<file path="src/design/zzr_pkg.sv">
// Shared types and constants for the zigzag row reorder unit.
package zzr_pkg;

   localparam int MAX_LEN = 64;
   localparam int ADDR_W  = $clog2(MAX_LEN);
   localparam int CNT_W   = ADDR_W + 1;
   localparam int ROWS_W  = 7;
   localparam int BYTE_W  = 8;

   typedef struct packed {
      logic              bank;
      logic [CNT_W-1:0]  len;
      logic [CNT_W-1:0]  rows;
      logic              ovf;
   } job_type;

   typedef struct packed {
      logic valid;
      logic bank;
   } rel_type;

endpackage

</file>
<file path="src/design/zzr_store.sv">
// Two-bank message buffer with one write port and a registered read port.
module zzr_store (
   input  logic                         clock,
   input  logic                         wr_en,
   input  logic [zzr_pkg::ADDR_W:0]     wr_addr,
   input  logic [zzr_pkg::BYTE_W-1:0]   wr_data,
   input  logic [zzr_pkg::ADDR_W:0]     rd_addr,
   output logic [zzr_pkg::BYTE_W-1:0]   rd_data
);

   logic [zzr_pkg::BYTE_W-1:0] mem [0:2*zzr_pkg::MAX_LEN-1];
   logic [zzr_pkg::BYTE_W-1:0] rd_data_ff;

   always_ff @(posedge clock) begin
      if (wr_en) begin
         mem[wr_addr] <= wr_data;
      end
      rd_data_ff <= mem[rd_addr];
   end

   assign rd_data = rd_data_ff;

endmodule

</file>
<file path="src/design/zzr_front.sv">
// Front end: takes message bytes, fills the free bank and queues a job on the last byte.
module zzr_front (
   input  logic                          clock,
   input  logic                          reset,
   input  logic                          req_tvalid,
   output logic                          req_tready,
   input  logic [zzr_pkg::BYTE_W-1:0]    req_tdata,
   input  logic                          req_tlast,
   input  logic                          csr_wen,
   input  logic [zzr_pkg::ROWS_W-1:0]    csr_wdata,
   input  zzr_pkg::rel_type              rel,
   input  logic                          job_full,
   output logic                          job_push,
   output zzr_pkg::job_type              job,
   output logic                          wr_en,
   output logic [zzr_pkg::ADDR_W:0]      wr_addr,
   output logic [zzr_pkg::BYTE_W-1:0]    wr_data
);

   logic [zzr_pkg::ROWS_W-1:0] rows_ff;
   logic [zzr_pkg::CNT_W-1:0]  cnt_ff, cnt_in;
   logic                       drop_ff, drop_in;
   logic                       bank_ff, bank_in;
   logic [1:0]                 busy_ff, busy_in;
   logic                       acc, room;
   logic [zzr_pkg::CNT_W-1:0]  len;
   logic [zzr_pkg::CNT_W-1:0]  rows_eff;

   assign req_tready = !busy_ff[bank_ff] && !job_full;
   assign acc        = req_tvalid && req_tready;
   assign room       = (cnt_ff < zzr_pkg::CNT_W'(zzr_pkg::MAX_LEN));
   assign len        = room ? cnt_ff + 1'b1 : cnt_ff;

   always_comb begin
      if (rows_ff == '0) begin
         rows_eff = zzr_pkg::CNT_W'(1);
      end else if (zzr_pkg::CNT_W'(rows_ff) > len) begin
         rows_eff = len;
      end else begin
         rows_eff = zzr_pkg::CNT_W'(rows_ff);
      end
   end

   assign wr_en    = acc && room;
   assign wr_addr  = {bank_ff, cnt_ff[zzr_pkg::ADDR_W-1:0]};
   assign wr_data  = req_tdata;
   assign job_push = acc && req_tlast;
   assign job.bank = bank_ff;
   assign job.len  = len;
   assign job.rows = rows_eff;
   assign job.ovf  = drop_ff || !room;

   always_comb begin
      cnt_in  = cnt_ff;
      drop_in = drop_ff;
      bank_in = bank_ff;
      busy_in = busy_ff;
      if (rel.valid) begin
         busy_in[rel.bank] = 1'b0;
      end
      if (acc) begin
         if (room) begin
            cnt_in = cnt_ff + 1'b1;
         end else begin
            drop_in = 1'b1;
         end
         if (req_tlast) begin
            cnt_in           = '0;
            drop_in          = 1'b0;
            bank_in          = !bank_ff;
            busy_in[bank_ff] = 1'b1;
         end
      end
   end

   always_ff @(posedge clock) begin
      if (reset) begin
         rows_ff <= zzr_pkg::ROWS_W'(1);
         cnt_ff  <= '0;
         drop_ff <= 1'b0;
         bank_ff <= 1'b0;
         busy_ff <= '0;
      end else begin
         if (csr_wen) begin
            rows_ff <= csr_wdata;
         end
         cnt_ff  <= cnt_in;
         drop_ff <= drop_in;
         bank_ff <= bank_in;
         busy_ff <= busy_in;
      end
   end

endmodule

</file>
<file path="src/design/zzr_fifo.sv">
// Two-entry job queue between front and back end.
module zzr_fifo (
   input  logic             clock,
   input  logic             reset,
   input  logic             push,
   input  zzr_pkg::job_type push_job,
   output logic             full,
   input  logic             pop,
   output logic             empty,
   output zzr_pkg::job_type head
);

   zzr_pkg::job_type slot_ff [0:1];
   logic             wptr_ff, rptr_ff;
   logic [1:0]       count_ff;

   assign full  = (count_ff == 2'd2);
   assign empty = (count_ff == 2'd0);
   assign head  = slot_ff[rptr_ff];

   always_ff @(posedge clock) begin
      if (push && !full) begin
         slot_ff[wptr_ff] <= push_job;
      end
   end

   always_ff @(posedge clock) begin
      if (reset) begin
         wptr_ff  <= 1'b0;
         rptr_ff  <= 1'b0;
         count_ff <= '0;
      end else begin
         if (push && !full) begin
            wptr_ff <= !wptr_ff;
         end
         if (pop && !empty) begin
            rptr_ff <= !rptr_ff;
         end
         count_ff <= count_ff + 2'((push && !full) ? 1 : 0) - 2'((pop && !empty) ? 1 : 0);
      end
   end

endmodule

</file>
<file path="src/design/zzr_back.sv">
// Back end: walks a stored message in zigzag order and drives the response register.
module zzr_back (
   input  logic                         clock,
   input  logic                         reset,
   input  logic                         job_empty,
   input  zzr_pkg::job_type             job,
   output logic                         job_pop,
   output logic [zzr_pkg::ADDR_W:0]     rd_addr,
   input  logic [zzr_pkg::BYTE_W-1:0]   rd_data,
   output zzr_pkg::rel_type             rel,
   output logic                         rsp_tvalid,
   input  logic                         rsp_tready,
   output logic [zzr_pkg::BYTE_W-1:0]   rsp_tdata,
   output logic                         rsp_tlast,
   output logic                         rsp_tuser
);

   typedef enum logic [1:0] {IDLE, FETCH, HOLD} state_type;

   state_type                   state_ff;
   logic                        bank_ff;
   logic [zzr_pkg::CNT_W-1:0]   len_ff;
   logic [zzr_pkg::CNT_W-1:0]   rows_ff;
   logic                        ovf_ff;
   logic [zzr_pkg::ADDR_W-1:0]  row_ff;
   logic [zzr_pkg::ADDR_W-1:0]  idx_ff;
   logic [zzr_pkg::ADDR_W-1:0]  k_ff;
   logic                        first_ff;
   logic                        last_ff;
   logic                        ovalid_ff;
   logic [zzr_pkg::BYTE_W-1:0]  odata_ff;
   logic                        olast_ff;
   logic                        ouser_ff;

   logic                        out_free;
   logic [zzr_pkg::CNT_W-1:0]   row_w;
   logic [zzr_pkg::CNT_W:0]     stride;
   logic [zzr_pkg::CNT_W:0]     sum;
   logic                        edge_row;

   assign out_free = !ovalid_ff || rsp_tready;
   assign row_w    = zzr_pkg::CNT_W'(row_ff);
   assign edge_row = (row_ff == '0) || (row_w == rows_ff - 1'b1);

   always_comb begin
      if (rows_ff == zzr_pkg::CNT_W'(1)) begin
         stride = (zzr_pkg::CNT_W+1)'(1);
      end else if (edge_row) begin
         stride = {rows_ff - 1'b1, 1'b0};
      end else if (first_ff) begin
         stride = {rows_ff - row_w - 1'b1, 1'b0};
      end else begin
         stride = {row_w, 1'b0};
      end
   end

   // index held until the byte is loaded, so the read data stays put while stalled
   assign sum     = (zzr_pkg::CNT_W+1)'(idx_ff) + stride;
   assign rd_addr = {bank_ff, idx_ff};
   assign job_pop = (state_ff == IDLE) && !job_empty;

   assign rel.valid = (state_ff == HOLD) && out_free && last_ff;
   assign rel.bank  = bank_ff;

   always_ff @(posedge clock) begin
      if (reset) begin
         state_ff  <= IDLE;
         ovalid_ff <= 1'b0;
      end else begin
         if ((state_ff == HOLD) && out_free) begin
            ovalid_ff <= 1'b1;
         end else if (rsp_tready) begin
            ovalid_ff <= 1'b0;
         end
         case (state_ff)
            IDLE: begin
               if (!job_empty) begin
                  bank_ff  <= job.bank;
                  len_ff   <= job.len;
                  rows_ff  <= job.rows;
                  ovf_ff   <= job.ovf;
                  row_ff   <= '0;
                  idx_ff   <= '0;
                  k_ff     <= '0;
                  first_ff <= 1'b1;
                  state_ff <= FETCH;
               end
            end
            FETCH: begin
               last_ff  <= (zzr_pkg::CNT_W'(k_ff) == len_ff - 1'b1);
               state_ff <= HOLD;
            end
            HOLD: begin
               if (out_free) begin
                  odata_ff <= rd_data;
                  olast_ff <= last_ff;
                  ouser_ff <= ovf_ff;
                  k_ff     <= k_ff + 1'b1;
                  if (sum < (zzr_pkg::CNT_W+1)'(len_ff)) begin
                     idx_ff   <= sum[zzr_pkg::ADDR_W-1:0];
                     first_ff <= !first_ff;
                  end else begin
                     row_ff   <= row_ff + 1'b1;
                     idx_ff   <= row_ff + 1'b1;
                     first_ff <= 1'b1;
                  end
                  state_ff <= last_ff ? IDLE : FETCH;
               end
            end
            default: begin
               state_ff <= IDLE;
            end
         endcase
      end
   end

   assign rsp_tvalid = ovalid_ff;
   assign rsp_tdata  = odata_ff;
   assign rsp_tlast  = olast_ff;
   assign rsp_tuser  = ouser_ff;

endmodule

</file>
<file path="src/design/zigzag_row_reorder_unit.sv">
// Top level of the zigzag row reorder unit: front end, job queue, buffer and back end.
//
//   channel  dir  tdata (low bit up)   tlast     tuser
//   req      in   in_byte [7:0]        in_last   -
//   rsp      out  out_byte [7:0]       out_last  overflow
//   csr      in   num_rows [6:0] on csr_wdata, written when csr_wen is high
//
// A request byte is written into the free bank as it is accepted; each response byte
// passes through two back-end steps (buffer read, then response register load), and
// each message first passes an idle step that takes the job. Two buffer banks let the
// next message fill while the previous one drains. Reset is synchronous and clears
// control state only. req_tready drops when both banks hold messages.
module zigzag_row_reorder_unit (
   input  logic                         clock,
   input  logic                         reset,
   input  logic                         req_tvalid,
   output logic                         req_tready,
   input  logic [zzr_pkg::BYTE_W-1:0]   req_tdata,   // in_byte
   input  logic                         req_tlast,
   output logic                         rsp_tvalid,
   input  logic                         rsp_tready,
   output logic [zzr_pkg::BYTE_W-1:0]   rsp_tdata,   // out_byte
   output logic                         rsp_tlast,
   output logic                         rsp_tuser,   // overflow
   input  logic                         csr_wen,
   input  logic [zzr_pkg::ROWS_W-1:0]   csr_wdata
);

   zzr_pkg::rel_type            rel;
   zzr_pkg::job_type            push_job, head_job;
   logic                        job_push, job_pop, job_full, job_empty;
   logic                        wr_en;
   logic [zzr_pkg::ADDR_W:0]    wr_addr, rd_addr;
   logic [zzr_pkg::BYTE_W-1:0]  wr_data, rd_data;

   zzr_front u_front (
      .clock      (clock),
      .reset      (reset),
      .req_tvalid (req_tvalid),
      .req_tready (req_tready),
      .req_tdata  (req_tdata),
      .req_tlast  (req_tlast),
      .csr_wen    (csr_wen),
      .csr_wdata  (csr_wdata),
      .rel        (rel),
      .job_full   (job_full),
      .job_push   (job_push),
      .job        (push_job),
      .wr_en      (wr_en),
      .wr_addr    (wr_addr),
      .wr_data    (wr_data)
   );

   zzr_fifo u_fifo (
      .clock    (clock),
      .reset    (reset),
      .push     (job_push),
      .push_job (push_job),
      .full     (job_full),
      .pop      (job_pop),
      .empty    (job_empty),
      .head     (head_job)
   );

   zzr_store u_store (
      .clock   (clock),
      .wr_en   (wr_en),
      .wr_addr (wr_addr),
      .wr_data (wr_data),
      .rd_addr (rd_addr),
      .rd_data (rd_data)
   );

   zzr_back u_back (
      .clock      (clock),
      .reset      (reset),
      .job_empty  (job_empty),
      .job        (head_job),
      .job_pop    (job_pop),
      .rd_addr    (rd_addr),
      .rd_data    (rd_data),
      .rel        (rel),
      .rsp_tvalid (rsp_tvalid),
      .rsp_tready (rsp_tready),
      .rsp_tdata  (rsp_tdata),
      .rsp_tlast  (rsp_tlast),
      .rsp_tuser  (rsp_tuser)
   );

endmodule

</file>
<file path="config.mk">
export PLATFORM = sky130hd
export DESIGN_NAME = zigzag_row_reorder_unit
export DESIGN_NICKNAME = d
export VERILOG_FILES = /design/src/design/zzr_pkg.sv /design/src/design/zzr_store.sv /design/src/design/zzr_front.sv /design/src/design/zzr_fifo.sv /design/src/design/zzr_back.sv /design/src/design/zigzag_row_reorder_unit.sv
export SDC_FILE = /design/constraint.sdc
export NUM_CORES = 1
export LEC_CHECK = 0
export BUFFER_PORTS_ARGS = -buffer_cell sky130_fd_sc_hd__buf_2
export CORE_UTILIZATION = 32
export DETAILED_ROUTE_END_ITERATION = 12
export PLACE_DENSITY = 0.5
export SKIP_CTS_REPAIR_TIMING = 1
export SLEW_MARGIN = 20
export SYNTH_ARGS = -nofsm -noshare
export SYNTH_HDL_FRONTEND = slang
export SYNTH_HIERARCHICAL = 1
export SYNTH_SLANG_ARGS = --single-unit
</file>
<file path="constraint.sdc">
create_clock -name clock -period 4.8 [get_ports clock]
set_input_delay 1.2 -clock clock [delete_from_list [all_inputs] [get_ports clock]]
set_output_delay 1.2 -clock clock [all_outputs]
set_load 0.005 [all_outputs]
</file>
==> metrics.md <==
| Metric | Value |
|---|---|
| Die ar. | `144000 um^2` |
| Reg clk slew, reported paths | `0.06 ns` |
| Power Dens Cells | `481 nW/um^2` |
| Final min period | `4.53 ns` |
| CP max stage delay | `0.40 ns` |
| Iter 0 DRT Violations | `1836` |
| P_leak | `0.0166 uW` |
| Std cell rows | `138` |
| Finished Core Util | `37.2%` |
| FILL cells | `12928` |
| Design Area, Final | `52700 um^2` |
| Area Growth Syn to Fin | `15.4%` |
| H-tree depth | `3` |
| Fmax | `221 MHz` |
| Via Count | `21822` |
| DR vias/cell | `5.00` |
| Startpoint types | `register` |
| Placed cell area | `48900 um^2` |
| Syn_nets | `2234` |
| Slew Viols, Final | `0` |
| Drt total wl | `109 mm` |
| Register area | `33800 um^2` |
| Gr ovfl total | `0` |
| Sequential element share of the synthesized area | `74.0%` |
| Worst Tran Pin Value | `1.06 ns` |
| Worst min-delay path category | `reg2reg` |
| Routability cong. | `0.835` |
| Largest cells by area after synthesis | `edfxtp_1, mux4_2, dfxtp_1` |
| Width of the die | `380 um` |
| Synth Flop Type | `edfxtp_1` |
| Yosys cell types | `69` |
| CORE AREA | `142000 um^2` |
| XOR/XNOR share of the synthesized area | `0.979%` |
| CTS tree | `done` |
| Most frequent cells in the layout | `edfxtp_1, mux4_2, nor2_1, buf_4, clkbuf_16` |
| Post-synthesis register bit count | `1136` |
| CP delay by family, top | `simple AND/OR/NAND/NOR gates` |
| Residual DRC | `0` |
| Antenna violations before repair | `3` |
| Clk_lat worst skew | `0.73 ns` |
| All-Layer GR Usage | `15.1%` |
| Relative slew slack | `29.5%` |
| Post-synth EDFFs | `1102` |
| Largest net degree at the start of global routing | `129` |
| Status | `finished, final reports clean` |
| Leading area contributor after synthesis | `edfxtp_1` |
| WP data arrival | `4.99 ns` |
| Post-Synth Simple-Gate Area | `3.41%` |
| Number of I/O port buffers | `32` |
| DIE HEIGHT | `380 um` |
| Top-area cell type share of the netlist area | `72.5%` |
| Routed wire per std cell | `25.0 um` |
| Max-cap viol count | `0` |
| Number of global-route vias before repair | `22541` |
| Most common cell after layout, fill and taps aside | `edfxtp_1` |
| Tcrit/Tclk final | `94.4%` |
| Nets | `2426` |
| Adder-cell share of the synthesized area | `0.960%` |
| Final setup fails | `0` |
| Compound-cell area share of the yosys netlist | `1.38%` |
| Post-synthesis mux area share | `17.6%` |
| Hold Vio Cnt, Final | `0` |
| Crit. End Element | `register` |
| Detailed Place HPWL | `69.0 mm` |
| Iteration count of the initial detailed-routing pass | `5` |
| Area of the multi-input gates | `11200 um^2` |
| Max clock buf depth | `3` |
| CTS sink count | `1136` |
| CTS Root Cell | `clkbuf_16` |
| Main combinational cell family by area after synthesis | `multiplexers` |
| CP required | `5.26 ns` |
| Buf/Inv on CP | `2` |
| Crit-path cells | `inv_1 > ha_1 > or3b_4 > or3_1 > and4_4 > a31o_4 > nor2_2 > a211oi_4 > fa_2 > xor2_1 > ha_1 > a21oi_1 > o21ai_0 > a21o_1 > a21oi_1 > o21ai_1 > buf_4 > nor3_2 > nand2_1` |
| First-pass GRT wire length | `161 mm` |
| # IOs | `33` |
| Crit Path Category | `reg2reg` |
| Fraction of layout cells with a size suffix above 1 | `30.7%` |
| Total CTS buffers | `115` |
| Cells after synthesis | `2180` |
| Average size of a mapped cell | `20.9 um^2` |
| Min Hold Slack | `0.424 ns` |
| Async SR Flop Fraction | `0%` |
| Peak supply drop | `0.323 mV` |
| Final Skew | `0.0444 ns` |
| Post-Syn Area | `45600 um^2` |
| Initial core utilization | `32.2%` |
| DRT antenna net count | `0` |
| Number of synthesis warnings | `6` |
| Crit-path slowest cell | `or3b_4` |
| CP max FO | `11` |
path summary, 6_finish.rpt:
| check | to | slack (ns) | startpoint | cells after the start |
|---|---|---|---|---|
| worst min register to register | u_back/rsp_tdata[2] | 0.42 | u_store/rd_data[2] | 0 |
| worst min-delay path | u_back/rsp_tdata[2] | 0.42 | u_store/rd_data[2] | 0 |
| worst max-delay path | u_back/first_ff | 0.27 | u_back/rows_ff[1] | 19 |
| worst max register to register | u_back/first_ff | 0.27 | u_back/rows_ff[1] | 19 |
synth_stat cells, types with 13 or more instances:
cell type / n
mux4_2: 336
xor2_1: 13
o21ai_0: 13
dfxtp_1: 34
nand2_1: 35
buf_4: 30
mux2_2: 19
nor3_1: 26
inv_1: 35
edfxtp_1: 1102
ha_1: 31
clkbuf_1: 54
buf_1: 18
nor2b_1: 16
xnor2_1: 29
nor2_1: 180
buf_2: 16
nand3_1: 26
a21oi_1: 34
power by group:
part           internal (uW)  leakage (uW)  switching, uW  total [uW]
Clock                   4850       0.00177           3810        8660
Combinational           2400       0.00467           2890        5290
Sequential             11200        0.0102            223       11400
cells by family after synthesis:
| group | count (synthesis) |
|---|---|
| AOI/OAI and AO/OA | 99 |
| xor gates and xnor gates | 46 |
| adders and majority gates | 34 |
| muxes | 373 |
| DFF | 1136 |
| buffers and inverters | 159 |
| and+or+nand+nor | 333 |
final cells by class:
cell class	count	area share, %
tap	1890	4.49
sequential	1136	64.1
antenna	1	0.00475
inverter	35	0.249
multi-input combinational	885	21.2
timing repair buffer	199	2.99
clock inverter	82	1.25
clock buffer	135	5.69
stage by stage:
step	power (uW)	TNS, ns	worst slack, ns	std cells
global route	26300	-0.0115	-0.00722	4362
CTS	25600	0	0.0563	4362
floorplan	15100	0	0.0851	2180
global placement	16800	0	0.122	4145
detailed placement	16900	0	0.0788	4145
finish	25300	0	0.270	4363
registers in the layout (all words and copies together) (netlist names), 2 cells and up, named ones only:
name	cells
u_back/idx_ff	6
u_back/k_ff	6
u_back/len_ff	7
u_back/row_ff	6
u_back/rows_ff	7
u_back/rsp_tdata	8
u_back/state_ff	2
u_fifo/count_ff	2
u_fifo/slot_ff	32
u_front/busy_ff	2
u_front/cnt_ff	7
u_front/rows_ff	7
u_store/mem	1024
u_store/rd_data	8
per-layer routing:
| layer | up-vias | track usage [%] | wire length [um] | share of wire (%) |
|---|---|---|---|---|
| met3 | 119 | 2.33 | 4950 | 4.5 |
| met5 | - | 0 | 9 | 0.0083 |
| li1 | 9390 | - | - | - |
| met1 | 11842 | 21.6 | 49700 | 46 |
| met2 | 469 | 24.3 | 52500 | 48 |
| met4 | 2 | 3.76 | 1800 | 1.7 |
Power figures use the tool's default switching activity.
